**src/hw/rtl/jas_pkg.sv**
```systemverilog
// ----------------------------------------------------------------------------
// jas_pkg
// Shared types and constants of the JPEG application segment stripper.
// ----------------------------------------------------------------------------
package jas_pkg;

  localparam int unsigned BYTE_W     = 8;
  localparam int unsigned LEN_W      = 16;
  localparam int unsigned CFG_IDX_W  = 2;
  localparam int unsigned CFG_DATA_W = 8;

  localparam int unsigned JAS_QUEUE_DEPTH = 4;

  // register indexes
  localparam logic [CFG_IDX_W-1:0] CFG_FIRST_MARKER = 2'd0;
  localparam logic [CFG_IDX_W-1:0] CFG_LAST_MARKER  = 2'd1;

  localparam logic [BYTE_W-1:0] FIRST_MARKER_RST = 8'hE0;
  localparam logic [BYTE_W-1:0] LAST_MARKER_RST  = 8'hEF;

  localparam logic [BYTE_W-1:0] MARKER_PREFIX = 8'hFF;
  localparam logic [BYTE_W-1:0] SOI_CODE      = 8'hD8;

  typedef struct packed {
    logic [BYTE_W-1:0] out_byte;
    logic              byte_present;
    logic              end_of_image;
    logic              rejected;
  } result_t;

  // all results caused by one input byte
  typedef struct packed {
    result_t res0;
    logic    has_second;
    result_t res1;
  } entry_t;

endpackage

```
**src/hw/rtl/jas_byte_if.sv**
```systemverilog
// ----------------------------------------------------------------------------
// jas_byte_if
// Input byte channel: raw file bytes with an end-of-file flag.
// ----------------------------------------------------------------------------
interface jas_byte_if;
  logic                     valid;
  logic                     ready;
  logic [jas_pkg::BYTE_W-1:0] data_byte;
  logic                     end_of_file;

  modport source (output valid, output data_byte, output end_of_file, input ready);
  modport sink   (input valid, input data_byte, input end_of_file, output ready);
endinterface

```
**src/hw/rtl/jas_res_if.sv**
```systemverilog
// ----------------------------------------------------------------------------
// jas_res_if
// Result channel: stripped image bytes and end markers.
// ----------------------------------------------------------------------------
interface jas_res_if;
  logic                     valid;
  logic                     ready;
  logic [jas_pkg::BYTE_W-1:0] out_byte;
  logic                     byte_present;
  logic                     end_of_image;
  logic                     rejected;

  modport source (output valid, output out_byte, output byte_present,
                  output end_of_image, output rejected, input ready);
  modport sink   (input valid, input out_byte, input byte_present,
                  input end_of_image, input rejected, output ready);
endinterface

```
**src/hw/rtl/jas_cfg_if.sv**
```systemverilog
// ----------------------------------------------------------------------------
// jas_cfg_if
// Configuration write channel: register index and write data.
// ----------------------------------------------------------------------------
interface jas_cfg_if;
  logic                         valid;
  logic                         ready;
  logic [jas_pkg::CFG_IDX_W-1:0]  index;
  logic [jas_pkg::CFG_DATA_W-1:0] data;

  modport source (output valid, output index, output data, input ready);
  modport sink   (input valid, input index, input data, output ready);
endinterface

```
**src/hw/rtl/jpeg_app_segment_stripper.sv**
```systemverilog
// ----------------------------------------------------------------------------
// jpeg_app_segment_stripper
// Removes application segments with markers in a set range from a JPEG file.
// ----------------------------------------------------------------------------
// Usage:
//   in_i   : one file byte per transaction, end_of_file set on the last byte.
//   out_o  : stripped bytes; a file ends on a result with end_of_image set,
//            which is a bare end marker (byte_present 0) when the last byte
//            produced no data, with rejected set if FF D8 was missing.
//   cfg_i  : index 0 first stripped marker code, index 1 last one; write
//            only while idle. Always ready.
// Throughput: one input byte per cycle while the queue has room, one result
//   per cycle while out_o is ready. A byte that yields two results (start
//   marker, a kept marker pair) occupies one queue entry and leaves it as
//   two results; the entry queue absorbs that.
// Reset: parser returns to expecting FF D8, the queue empties and the range
//   returns to E0..EF. After each final byte the parser restarts by itself.
// Stall: results wait in the output register and queue; in_i.ready drops
//   only when the queue is full.
// ----------------------------------------------------------------------------
module jpeg_app_segment_stripper #(
  parameter int unsigned QueueDepth = jas_pkg::JAS_QUEUE_DEPTH
) (
  input  logic      clk_i,
  input  logic      rst_ni,
  jas_byte_if.sink  in_i,
  jas_cfg_if.sink   cfg_i,
  jas_res_if.source out_o
);
  import jas_pkg::*;

  logic   push_valid, push_ready;
  entry_t push_data;
  logic   q_valid, q_pop;
  entry_t q_data;

  jas_front u_front (
    .clk_i       (clk_i),
    .rst_ni      (rst_ni),
    .in_i        (in_i),
    .cfg_i       (cfg_i),
    .push_valid_o(push_valid),
    .push_ready_i(push_ready),
    .push_data_o (push_data)
  );

  jas_queue #(.Depth(QueueDepth)) u_queue (
    .clk_i       (clk_i),
    .rst_ni      (rst_ni),
    .push_valid_i(push_valid),
    .push_ready_o(push_ready),
    .push_data_i (push_data),
    .pop_valid_o (q_valid),
    .pop_i       (q_pop),
    .pop_data_o  (q_data)
  );

  jas_back u_back (
    .clk_i    (clk_i),
    .rst_ni   (rst_ni),
    .q_valid_i(q_valid),
    .q_data_i (q_data),
    .q_pop_o  (q_pop),
    .out_o    (out_o)
  );
endmodule

```
**src/hw/rtl/jas_front.sv**
```systemverilog
// ----------------------------------------------------------------------------
// jas_front
// Parses the byte stream, holds the marker range registers and pushes the
// results of each byte into the queue as one entry.
// ----------------------------------------------------------------------------
module jas_front (
  input  logic              clk_i,
  input  logic              rst_ni,
  jas_byte_if.sink          in_i,
  jas_cfg_if.sink           cfg_i,
  output logic              push_valid_o,
  input  logic              push_ready_i,
  output jas_pkg::entry_t   push_data_o
);
  import jas_pkg::*;

  localparam logic [3:0] PH_SOI_FIRST  = 4'd0;
  localparam logic [3:0] PH_SOI_SECOND = 4'd1;
  localparam logic [3:0] PH_MARK_HIGH  = 4'd2;
  localparam logic [3:0] PH_MARK_LOW   = 4'd3;
  localparam logic [3:0] PH_LEN_HIGH   = 4'd4;
  localparam logic [3:0] PH_LEN_LOW    = 4'd5;
  localparam logic [3:0] PH_BODY       = 4'd6;
  localparam logic [3:0] PH_PASS       = 4'd7;
  localparam logic [3:0] PH_REJECT     = 4'd8;

  logic [3:0]        phase_q, phase_d;
  logic [BYTE_W-1:0] held_q, held_d;
  logic [LEN_W-1:0]  skip_q, skip_d;
  logic              bad_q, bad_d;
  logic [BYTE_W-1:0] first_q, last_q;

  logic              accept;
  logic [BYTE_W-1:0] b;
  logic              eof;
  logic [1:0]        n;
  result_t           r0, r1;
  logic [LEN_W-1:0]  len;
  logic [LEN_W-1:0]  skip_dec;
  logic              rej;

  assign cfg_i.ready = 1'b1;
  assign in_i.ready  = push_ready_i;
  assign accept      = in_i.valid && push_ready_i;
  assign b           = in_i.data_byte;
  assign eof         = in_i.end_of_file;
  assign len         = {skip_q[LEN_W-1:BYTE_W], b};
  assign skip_dec    = (skip_q != '0) ? skip_q - LEN_W'(1) : skip_q;

  always_comb begin
    phase_d = phase_q;
    held_d  = held_q;
    skip_d  = skip_q;
    bad_d   = bad_q;
    n       = 2'd0;
    r0      = '{out_byte: b, byte_present: 1'b1, end_of_image: 1'b0, rejected: 1'b0};
    r1      = '{out_byte: b, byte_present: 1'b1, end_of_image: 1'b0, rejected: 1'b0};
    unique case (phase_q)
      PH_SOI_FIRST: begin
        if (b == MARKER_PREFIX) begin
          phase_d = PH_SOI_SECOND;
        end else begin
          bad_d   = 1'b1;
          phase_d = PH_REJECT;
        end
      end
      PH_SOI_SECOND: begin
        if (b == SOI_CODE) begin
          r0.out_byte = MARKER_PREFIX;
          r1.out_byte = SOI_CODE;
          n           = 2'd2;
          phase_d     = PH_MARK_HIGH;
        end else begin
          bad_d   = 1'b1;
          phase_d = PH_REJECT;
        end
      end
      PH_MARK_HIGH: begin
        held_d  = b;
        phase_d = PH_MARK_LOW;
        // a final byte cannot open a segment
        if (eof) n = 2'd1;
      end
      PH_MARK_LOW: begin
        if (held_q == MARKER_PREFIX && b >= first_q && b <= last_q) begin
          phase_d = PH_LEN_HIGH;
        end else begin
          r0.out_byte = held_q;
          n           = 2'd2;
          phase_d     = PH_PASS;
        end
      end
      PH_LEN_HIGH: begin
        skip_d  = {b, {BYTE_W{1'b0}}};
        phase_d = PH_LEN_LOW;
      end
      PH_LEN_LOW: begin
        if (len <= LEN_W'(2)) begin
          skip_d  = '0;
          phase_d = PH_MARK_HIGH;
        end else begin
          skip_d  = len - LEN_W'(2);
          phase_d = PH_BODY;
        end
      end
      PH_BODY: begin
        skip_d = skip_dec;
        if (skip_dec == '0) phase_d = PH_MARK_HIGH;
      end
      PH_PASS: begin
        n = 2'd1;
      end
      default: begin
        phase_d = PH_REJECT;
      end
    endcase

    rej = bad_d || phase_d == PH_SOI_SECOND || phase_d == PH_SOI_FIRST ||
          phase_d == PH_REJECT;

    if (eof) begin
      unique case (n)
        2'd0: begin
          r0 = '{out_byte: '0, byte_present: 1'b0, end_of_image: 1'b1, rejected: rej};
          n  = 2'd1;
        end
        2'd1:    r0.end_of_image = 1'b1;
        default: r1.end_of_image = 1'b1;
      endcase
      phase_d = PH_SOI_FIRST;
      held_d  = '0;
      skip_d  = '0;
      bad_d   = 1'b0;
    end
  end

  assign push_valid_o           = accept && (n != 2'd0);
  assign push_data_o.res0       = r0;
  assign push_data_o.has_second = (n == 2'd2);
  assign push_data_o.res1       = r1;

  always_ff @(posedge clk_i or negedge rst_ni) begin
    if (!rst_ni) begin
      phase_q <= PH_SOI_FIRST;
      held_q  <= '0;
      skip_q  <= '0;
      bad_q   <= 1'b0;
    end else if (accept) begin
      phase_q <= phase_d;
      held_q  <= held_d;
      skip_q  <= skip_d;
      bad_q   <= bad_d;
    end
  end

  always_ff @(posedge clk_i or negedge rst_ni) begin
    if (!rst_ni) begin
      first_q <= FIRST_MARKER_RST;
      last_q  <= LAST_MARKER_RST;
    end else if (cfg_i.valid) begin
      if (cfg_i.index == CFG_FIRST_MARKER) first_q <= cfg_i.data;
      if (cfg_i.index == CFG_LAST_MARKER)  last_q  <= cfg_i.data;
    end
  end

`ifndef NO_ASSERTIONS
  // the final byte of a file always leaves the parser at the start marker
  a_eof_restart: assert property (@(posedge clk_i) disable iff (!rst_ni)
    accept && eof |=> phase_q == PH_SOI_FIRST && !bad_q)
    else $error("parser not restarted after end of file");

  // only the last result of a byte may carry the end flag
  a_end_last: assert property (@(posedge clk_i) disable iff (!rst_ni)
    push_valid_o && push_data_o.has_second |-> !push_data_o.res0.end_of_image)
    else $error("end flag on a non-final result");
`endif
endmodule

```
**src/hw/rtl/jas_queue.sv**
```systemverilog
// ----------------------------------------------------------------------------
// jas_queue
// Small FIFO of result entries between the parser and the output stage.
// ----------------------------------------------------------------------------
module jas_queue #(
  parameter int unsigned Depth = jas_pkg::JAS_QUEUE_DEPTH
) (
  input  logic            clk_i,
  input  logic            rst_ni,
  input  logic            push_valid_i,
  output logic            push_ready_o,
  input  jas_pkg::entry_t push_data_i,
  output logic            pop_valid_o,
  input  logic            pop_i,
  output jas_pkg::entry_t pop_data_o
);
  import jas_pkg::*;

  localparam int unsigned PtrW = (Depth > 1) ? $clog2(Depth) : 1;
  localparam int unsigned CntW = $clog2(Depth + 1);

  entry_t            mem_q [Depth];
  logic [PtrW-1:0]   wr_ptr_q, rd_ptr_q;
  logic [CntW-1:0]   count_q;
  logic              push, pop;

  assign push_ready_o = (count_q != CntW'(Depth));
  assign pop_valid_o  = (count_q != '0);
  assign push         = push_valid_i && push_ready_o;
  assign pop          = pop_i && pop_valid_o;
  assign pop_data_o   = mem_q[rd_ptr_q];

  function automatic logic [PtrW-1:0] next_ptr(input logic [PtrW-1:0] p);
    next_ptr = (p == PtrW'(Depth - 1)) ? '0 : p + PtrW'(1);
  endfunction

  always_ff @(posedge clk_i) begin
    if (push) mem_q[wr_ptr_q] <= push_data_i;
  end

  always_ff @(posedge clk_i or negedge rst_ni) begin
    if (!rst_ni) begin
      wr_ptr_q <= '0;
      rd_ptr_q <= '0;
      count_q  <= '0;
    end else begin
      if (push) wr_ptr_q <= next_ptr(wr_ptr_q);
      if (pop)  rd_ptr_q <= next_ptr(rd_ptr_q);
      if (push && !pop)      count_q <= count_q + CntW'(1);
      else if (pop && !push) count_q <= count_q - CntW'(1);
    end
  end

`ifndef NO_ASSERTIONS
  a_count_bound: assert property (@(posedge clk_i) disable iff (!rst_ni)
    count_q <= CntW'(Depth))
    else $error("queue count out of range");
`endif
endmodule

```
**src/hw/rtl/jas_back.sv**
```systemverilog
// ----------------------------------------------------------------------------
// jas_back
// Output stage: unpacks queue entries into single results and holds each
// in the output register until the receiver takes it.
// ----------------------------------------------------------------------------
module jas_back (
  input  logic            clk_i,
  input  logic            rst_ni,
  input  logic            q_valid_i,
  input  jas_pkg::entry_t q_data_i,
  output logic            q_pop_o,
  jas_res_if.source       out_o
);
  import jas_pkg::*;

  logic    out_valid_q;
  result_t out_data_q;
  logic    sel_q;       // second result of the head entry is next
  logic    load;
  logic    last_of_entry;

  assign load          = q_valid_i && (!out_valid_q || out_o.ready);
  assign last_of_entry = sel_q || !q_data_i.has_second;
  assign q_pop_o       = load && last_of_entry;

  always_ff @(posedge clk_i) begin
    if (load) out_data_q <= sel_q ? q_data_i.res1 : q_data_i.res0;
  end

  always_ff @(posedge clk_i or negedge rst_ni) begin
    if (!rst_ni) begin
      out_valid_q <= 1'b0;
      sel_q       <= 1'b0;
    end else begin
      if (load)              out_valid_q <= 1'b1;
      else if (out_o.ready)  out_valid_q <= 1'b0;
      if (load)              sel_q <= !last_of_entry;
    end
  end

  assign out_o.valid        = out_valid_q;
  assign out_o.out_byte     = out_data_q.out_byte;
  assign out_o.byte_present = out_data_q.byte_present;
  assign out_o.end_of_image = out_data_q.end_of_image;
  assign out_o.rejected     = out_data_q.rejected;

`ifndef NO_ASSERTIONS
  // halfway through an entry, that entry stays at the head
  a_sel_head: assert property (@(posedge clk_i) disable iff (!rst_ni)
    sel_q |-> q_valid_i && q_data_i.has_second)
    else $error("second result selected without a paired entry");
`endif
endmodule
```
**src/flat_wrapper.sv**
```systemverilog
// flat-port wrapper written by rule: the top's interface ports become plain ports
module jpeg_app_segment_stripper_flat import jas_pkg::*;
#(
  parameter int unsigned QueueDepth = jas_pkg::JAS_QUEUE_DEPTH
)
  (clk_i, rst_ni, in_i_valid, in_i_data_byte, in_i_end_of_file, in_i_ready, cfg_i_valid, cfg_i_index, cfg_i_data, cfg_i_ready, out_o_valid, out_o_out_byte, out_o_byte_present, out_o_end_of_image, out_o_rejected, out_o_ready);
  jas_byte_if in_i_i ();
  jas_cfg_if cfg_i_i ();
  jas_res_if out_o_i ();
  input  logic clk_i;
  input  logic rst_ni;
  input wire logic [$bits(in_i_i.valid)-1:0] in_i_valid;
  input wire logic [$bits(in_i_i.data_byte)-1:0] in_i_data_byte;
  input wire logic [$bits(in_i_i.end_of_file)-1:0] in_i_end_of_file;
  output wire logic [$bits(in_i_i.ready)-1:0] in_i_ready;
  input wire logic [$bits(cfg_i_i.valid)-1:0] cfg_i_valid;
  input wire logic [$bits(cfg_i_i.index)-1:0] cfg_i_index;
  input wire logic [$bits(cfg_i_i.data)-1:0] cfg_i_data;
  output wire logic [$bits(cfg_i_i.ready)-1:0] cfg_i_ready;
  output wire logic [$bits(out_o_i.valid)-1:0] out_o_valid;
  output wire logic [$bits(out_o_i.out_byte)-1:0] out_o_out_byte;
  output wire logic [$bits(out_o_i.byte_present)-1:0] out_o_byte_present;
  output wire logic [$bits(out_o_i.end_of_image)-1:0] out_o_end_of_image;
  output wire logic [$bits(out_o_i.rejected)-1:0] out_o_rejected;
  input wire logic [$bits(out_o_i.ready)-1:0] out_o_ready;
  assign in_i_i.valid = in_i_valid;
  assign in_i_i.data_byte = in_i_data_byte;
  assign in_i_i.end_of_file = in_i_end_of_file;
  assign in_i_ready = in_i_i.ready;
  assign cfg_i_i.valid = cfg_i_valid;
  assign cfg_i_i.index = cfg_i_index;
  assign cfg_i_i.data = cfg_i_data;
  assign cfg_i_ready = cfg_i_i.ready;
  assign out_o_valid = out_o_i.valid;
  assign out_o_out_byte = out_o_i.out_byte;
  assign out_o_byte_present = out_o_i.byte_present;
  assign out_o_end_of_image = out_o_i.end_of_image;
  assign out_o_rejected = out_o_i.rejected;
  assign out_o_i.ready = out_o_ready;
  jpeg_app_segment_stripper #(.QueueDepth(QueueDepth)) u_core (.clk_i(clk_i), .rst_ni(rst_ni), .in_i(in_i_i), .cfg_i(cfg_i_i), .out_o(out_o_i));
endmodule
```
**config.mk**
```make
export PLATFORM = sky130hd
export DESIGN_NAME = jpeg_app_segment_stripper_flat
export DESIGN_NICKNAME = d
export VERILOG_FILES = /design/src/hw/rtl/jas_pkg.sv /design/src/hw/rtl/jas_byte_if.sv /design/src/hw/rtl/jas_res_if.sv /design/src/hw/rtl/jas_cfg_if.sv /design/src/hw/rtl/jpeg_app_segment_stripper.sv /design/src/hw/rtl/jas_front.sv /design/src/hw/rtl/jas_queue.sv /design/src/hw/rtl/jas_back.sv /design/src/flat_wrapper.sv
export SDC_FILE = /design/constraint.sdc
export NUM_CORES = 1
export LEC_CHECK = 0
export BUFFER_PORTS_ARGS = -buffer_cell sky130_fd_sc_hd__buf_2
export CAP_MARGIN = 0
export CORE_UTILIZATION = 49
export DETAILED_ROUTE_END_ITERATION = 7
export PLACE_DENSITY = 0.72
export SLEW_MARGIN = 0
export SYNTH_ARGS = -nofsm -noshare
export SYNTH_HDL_FRONTEND = slang
export SYNTH_HIERARCHICAL = 1
export SYNTH_SLANG_ARGS = --single-unit
```
**constraint.sdc**
```tcl
create_clock -name clk_i -period 5.8 [get_ports clk_i]
set_input_delay 1.45 -clock clk_i [delete_from_list [all_inputs] [get_ports clk_i]]
set_output_delay 1.45 -clock clk_i [all_outputs]
set_load 0.03 [all_outputs]
```
Yosys cells after proc, flatten, opt, wreduce, memory -nomap -nowiden
Memories as Yosys holds them, arrays and structs flattened. Cells that the tools add are included.

Add/subtract/negate cells: 6. Order comparisons: 3. Equal/unequal tests: 18. Muxes and demuxes: 43. Reductions and logical operators: 37.

Operators with widths (number): 2-to-1 mux 16 bit (3); 2-to-1 mux 8 bit (6); case mux 16 bit (3 select lines) (1); case mux 4 bit (8 select lines) (1); == test 8 bit, second input constant (3); 2-to-1 mux 11 bit (2); == test 4 x 3 -> 1 bit, second input constant (4); <= comparator 16 x 2 -> 1 bit, second input constant (1); zero test 16 bit (1); 2-to-1 mux 4 bit (4); case mux 8 bit (2 select lines) (1); nonzero test 16 bit (1); subtractor 16 x 1 -> 16 bit, second input constant (1); subtractor 16 x 2 -> 16 bit, second input constant (1); 2-to-1 mux 2 bit (7); 2-to-1 mux 1 bit (12); logical AND 1 bit (10); 2-to-1 mux 3 bit (3); 2-to-1 mux 9 bit (1); == test 4 x 1 -> 1 bit, second input constant (2); == test 4 x 2 -> 1 bit, second input constant (2); greater-or-equal comparator 8 bit (1); <= comparator 8 bit (1); zero test 4 bit (2); other kinds (17) (36).

Flip-flop bits (word level): 65. Memory bits (writable): 84. Bits of input ports: 24. Output and inout bits: 14. Logic and storage cells: 123. Memories: 1.

Memories: u_core.u_queue.mem_q (depth 4, bits a word 21, read ports 1, clocked after memory_dff 0, wr ports 1, line jas_queue.sv:22) `entry_t mem_q [Depth];`.

Depth between registers and ports, before layout
Depth in word-level cells: 15. Gate-level depth with buffers: 16. Gate-level depth less buffers: 15.

By module
The synthesis kept the hierarchy.

Modules (own cells, without submodules): jas_front (instances 1, cells each 460, area an instance 3852.4 um^2, sequential area each 1138.6 um^2); jas_queue (instances 1, cells each 157, area an instance 3758.6 um^2, sequential area each 2937.8 um^2); jas_back (instances 1, cells each 32, area an instance 595.6 um^2, sequential area each 380.4 um^2).

Least setup slack after synthesis
OpenSTA, ideal clock, no wires.

Path kind: input-to-reg. From: input port in_i_data_byte[0]. To: register u_core.u_queue.count_q[2]. Library setup time: 0.079 ns. Arrival: 4.429 ns. Required time: 5.721 ns. Slack: 1.292 ns. Stages: 16. Buffers on the path: 1. Path through: inv_1 -> ha_1 -> nand2b_1 -> a2111o_1 -> a31oi_1 -> o21a_1 -> o21ai_2 -> buf_2 -> a31oi_1 -> and2_4 -> ha_1 -> inv_1 -> fa_1 -> xor2_1 -> nor2_1 -> xor2_1.

Word-level cells in the longest chain between the ends: 14. Elaborated cells between the ends (all ways): 19. Those cells by class: order compare (2); eq/ne (1); mux (6); reduce/logical (10).

RTL lines: start: declaration (line flat_wrapper.sv:13) `input wire logic [$bits(in_i_i.data_byte)-1:0] in_i_data_byte;`; greater-or-equal comparator 8 bit (line jas_front.sv:85) `if (held_q == MARKER_PREFIX && b >= first_q && b <= last_q) begin`; logical AND 1 bit (2 in series) (line jas_front.sv:85); 2-to-1 mux 2 bit (line jas_front.sv:85); case mux 2 bit (4 select lines) (*) (line jas_front.sv:58) `unique case (phase_q)`; zero test 2 bit (line jas_front.sv:122) `unique case (n)`; 2-to-1 mux 2 bit (line jas_front.sv:122); 2-to-1 mux 2 bit (*) (line jas_front.sv:121) `if (eof) begin`; nonzero test 2 bit (*) (line jas_front.sv:137) `assign push_valid_o = accept && (n != 2'd0);`; logical AND 1 bit (*) (line jas_front.sv:137); via u_core.push_valid (line jpeg_app_segment_stripper.sv:32) `logic push_valid, push_ready;`; logical AND 1 bit (*) (line jas_queue.sv:29) `assign push = push_valid_i && push_ready_o;`; via u_core.u_queue.push (line jas_queue.sv:25) `logic push, pop;`; zero test 1 bit (line jas_queue.sv:50) `else if (pop && !push) count_q <= count_q - CntW'(1);`; logical AND 1 bit (line jas_queue.sv:50); nonzero test 2 bit (no line); end signal: assignment (line jas_queue.sv:49) `if (push && !pop) count_q <= count_q + CntW'(1);`; end signal: assignment (line jas_queue.sv:50); end: declaration (line jas_queue.sv:24) `logic [CntW-1:0] count_q;`.

Mark *: on every way through the listed nets, which the timed path passes. The rest lies on a longest branch. A chain may end at the register's enable or synchronous reset.

Worst setup path in the final report
Same ends and word-level chain as after synthesis.

==> metrics.md <==
| Metric | Value |
|---|---|
| Outcome | `complete, no violations` |
| Clock buffer depth | `2` |
| Max-Slew Margin vs Limit | `roughly a fifth` |
| Fin. Hold Viols | `0` |
| DR iter-0 viols | `approximately 740` |
| Pin count of the biggest net entering global routing | `55` |
| Worst r2r dst | `u_core/u_queue/count_q[1]$_DFFE_PN0P_` |
| CP peak stage delay | `around 0.40 ns` |
| Global routing usage on met2 | `34.16%` |
| Floorplan core area | `around 16000 µm²` |
| Nets | `710` |
| Non-Filler Instances | `around 900` |
| DRC violations left | `0` |
| Clock Skews | `approximately 0.0091 ns` |
| Most used routing layer | `met2` |
| Initial antenna violation count | `0` |
| CTS Buf Count | `17` |
| IO buf count | `36` |
| Max Freq | `between 0.2 and 0.25 GHz` |
| Post-Syn Area | `between 8000 and 9000 µm²` |
| Minimum clock period | `roughly 4.5 ns` |
| PwrDens | `~430 nW/µm²` |
| Layout cells sized above 1 | `approximately a quarter` |
| CP startpoint kind | `input pin` |
| Final period util | `78.21%` |
| H-tree depth | `4` |
| Syn Area/Cell | `about 13 µm²` |
| Post-Route Utilization | `about 56%` |
| Post-synth ARST share | `34.39%` |
| Synth Register Bits | `roughly 160` |
| Post-synth EDFFs | `roughly 100` |
| CP required | `just over 6 ns` |
| Via-to-Cell Ratio | `a little under 6` |
| Clock Pin Slew Worst Setup and Hold Paths | `roughly 0.06 ns` |
| Critical Path AT | `about 5 ns` |
| Post-route setup slack | `approximately 1.3 ns` |
| Reg2Reg Setup Slack | `2.26 ns` |
| Worst Hold Class | `flop to flop` |
| Via count | `between 5000 and 6000` |
| Max cap viols | `0` |
| Worst slack, placed | `0.8489 ns` |
| Routability cong. | `~0.88` |
| Crit Path Class | `input pin to flop` |
| Final ANT Viol Nets | `0` |
| Clk root buf | `clkbuf_16` |
| IO Count | `38` |
| Inserted Diodes | `0` |
| Post-synthesis cell count | `649` |
| Main synth FF type | `edfxtp_1` |
| Post-cts resize count | `0` |
| Hold Path End | `u_core/u_queue/count_q[2]$_DFFE_PN0P_` |
| Hold Buf Count CTS | `0` |
| Setup violations, final | `0` |
| HPWL after detailed placement | `roughly 11000 µm` |
| GRT Overall Usage | `between 20% and 30%` |
| DIE AREA | `between 15000 and 20000 µm²` |
| Slowest-stage cell, CP | `a2111o_1` |
| Total Wirelength | `approximately 16000 µm` |
| First-pass GRT wire length | `approximately 27000 µm` |
| Reg2reg start | `u_core/u_front/last_q[6]$_DFFE_PN1P_` |
| Die height | `~130 µm` |
| Min-delay src | `u_core/u_queue/count_q[2]$_DFFE_PN0P_` |
| Crit path cell chain | `buf_2 > inv_1 > ha_1 > nand2b_1 > a2111o_1 > a31oi_1 > o21a_1 > o21ai_2 > buf_4 > a31oi_1 > and2_4 > ha_1 > inv_1 > fa_1 > xor2_1 > nor2_1 > xor2_1` |
| Die Span X | `roughly 130 µm` |
| Seq/Total Area, Yosys | `between 50% and 60%` |
| # rows | `46` |
| Worst-Margin Slew | `1.186 ns` |
| First-pass DRT Iterations | `7` |
| Post CTS Setup Buffer Count | `0` |
| RSZ-0062 raised after global routing | `no` |
| Total negative setup slack | `0 ns` |
| Total grt overflow | `0` |
| Peak supply drop | `0.0002161 V` |
| CTS tree | `yes` |
| Fin area | `between 8000 and 9000 µm²` |
| Syn-to-layout area delta | `9.254%` |
| Initial Util | `around 51%` |
| Synth top area share | `a little under two fifths` |
| Post-Place Cell Area | `between 8000 and 9000 µm²` |
| Met1 Track Usage GR | `25.77%` |
| Pleak | `~3.5 nW` |
| Hold Path Stages | `1` |
| YS warnings | `6` |
| Top post-synthesis cells by area | `edfxtp_1 (38%), dfrtp_1 (13%), mux4_2 (6.3%)` |
| Critical Path End Type | `flop` |
| Pins Over Slew Limit | `0` |
| Worst-Skew Late Latency | `approximately 0.42 ns` |
| Worst Reg-to-Reg Cells | `14` |
| Area leader, netlist | `edfxtp_1` |
| Crit Path Max Fanout | `16` |
| Routed wire per std cell | `between 15 and 20 µm` |
| Num Clock Sinks | `between 150 and 200` |
| Count of different cell masters after synthesis | `between 80 and 90` |
| Vias in the first global route | `5284` |
| Cells after DPL | `858` |
| Met3 Usage GRT | `under 10%` |
-- layout by cell type (no fill, tap or decap), drive strengths merged, types with 5 or more instances in the layout --
cell / instances
edfxtp: 103
nand2: 54
dfrtp: 44
buf: 41
o21ai: 37
inv: 35
nor2: 33
a21oi: 29
mux2: 27
clkbuf: 25
ha: 24
mux4: 23
nand2b: 13
nor3: 12
a31oi: 10
dfstp: 10
xnor2: 9
o31ai: 9
nand4: 8
xor2: 7
mux2i: 7
nand3: 7
and3: 7
nor4: 7
nor2b: 6
a21o: 5
-- cell type report --
| class | instances | area, µm² |
|---|---|---|
| Clock buffer | 25 | 520.5 |
| Sequential cell | 157 | 4457 |
| Fill cell | 1331 | 7149 |
| Clock inverter | 7 | 50.05 |
| Tap cell | 216 | 270.3 |
| Timing Repair Buffer | 41 | 217.7 |
| Inverter | 32 | 120.1 |
| Multi-Input combinational cell | 412 | 3331 |
-- Yosys cell counts, types with 4 or more instances --
cell	number
inv_1	32
nor3_1	9
o31ai_1	9
a31oi_1	10
mux2i_1	7
clkbuf_1	20
nand2_1	52
nor2_1	33
mux2_4	11
a21o_1	5
buf_2	9
buf_4	10
xnor2_1	9
clkbuf_8	5
nor2b_1	6
and3_2	5
xor2_1	7
mux2_2	16
a21oi_1	29
nand3_1	7
o22ai_1	4
o21ai_0	34
dfrtp_1	44
o21a_1	4
nand2b_1	10
dfstp_2	10
ha_1	24
nand4_1	8
edfxtp_1	103
a22o_1	4
mux4_2	23
nor4_1	4
-- flip-flops by register name, summed over array words and instances, names as in the netlist --
name / flops
u_core/u_front/skip_q: 16
u_core/u_front/first_q: 8
u_core/u_queue/rd_ptr_q: 2
u_core/u_back/out_o.rejected: 1
u_core/u_back/out_o.valid: 1
u_core/u_back/out_o.end_of_image: 1
u_core/u_queue/count_q: 3
u_core/u_queue/wr_ptr_q: 2
u_core/u_front/bad_q: 1
u_core/u_front/phase_q: 4
u_core/u_back/sel_q: 1
u_core/u_front/held_q: 8
u_core/u_back/out_o.byte_present: 1
u_core/u_queue/mem_q: 92
u_core/u_back/out_o.out_byte: 8
u_core/u_front/last_q: 8
-- logic make-up (layout without fill, tap and decap cells) --
group / Yosys count / after routing / synth area share [%]
mux: 57 / 57 / 11.37
buf+inv: 81 / 105 / 5.153
simple gates: 172 / 172 / 12.00
compound gates: 139 / 139 / 11.47
fa+ha+maj: 25 / 25 / 3.903
xor+xnor: 16 / 16 / 1.708
flops: 157 / 157 / 54.31
other cells: 2 / 3 / 0.09151
-- worst max-delay path, delay by kind of cell --
family / cells / cell delay (ns)
adders and majority gates: 3 / 0.88
buffers and inverters: 4 / 0.56
and+or+nand+nor: 3 / 0.49
AOI/OAI and AO/OA: 5 / 1.16
xor gates and xnor gates: 2 / 0.32
-- report_power, final --
part	total (mW)	leakage (nW)	switching, mW	internal, mW
combinational	1.15	1.55	0.601	0.545
sequential	1.65	1.63	0.187	1.46
clock	1.04	0.281	0.417	0.626
-- per-layer routing --
layer	share of wire [%]	up-vias
li1	-	2450
met1	44	2571
met2	50	188
met3	4.9	22
met4	1.5	0
met5	0	-
-- stage by stage --
| stage | total power [mW] | hold WS [ns] |
|---|---|---|
| after floorplan | 2.559 | 0.4473 |
| after global placement | 2.771 | 0.4611 |
| after detailed placement | 2.809 | 0.4760 |
| after CTS | 3.867 | 0.4863 |
| after global routing | 4.033 | 0.5071 |
| final | 3.838 | 0.4875 |
-- worst max path at each step --
stage	from	endpoint	slack, ns	cells past startpoint
after floorplan	in_i_data_byte[0]	u_core/u_queue/count_q[2]$_DFFE_PN0P_	1.29	16
after global placement	in_i_data_byte[0]	u_core/u_queue/count_q[2]$_DFFE_PN0P_	0.94	17
after detailed placement	in_i_data_byte[0]	u_core/u_queue/count_q[2]$_DFFE_PN0P_	0.85	17
after CTS	in_i_data_byte[0]	u_core/u_queue/count_q[2]$_DFFE_PN0P_	1.27	17
after global routing	in_i_data_byte[0]	u_core/u_queue/count_q[2]$_DFFE_PN0P_	1.08	17
final	in_i_data_byte[0]	u_core/u_queue/count_q[2]$_DFFE_PN0P_	1.26	17
Note: power is estimated with default switching activity, not from simulation.
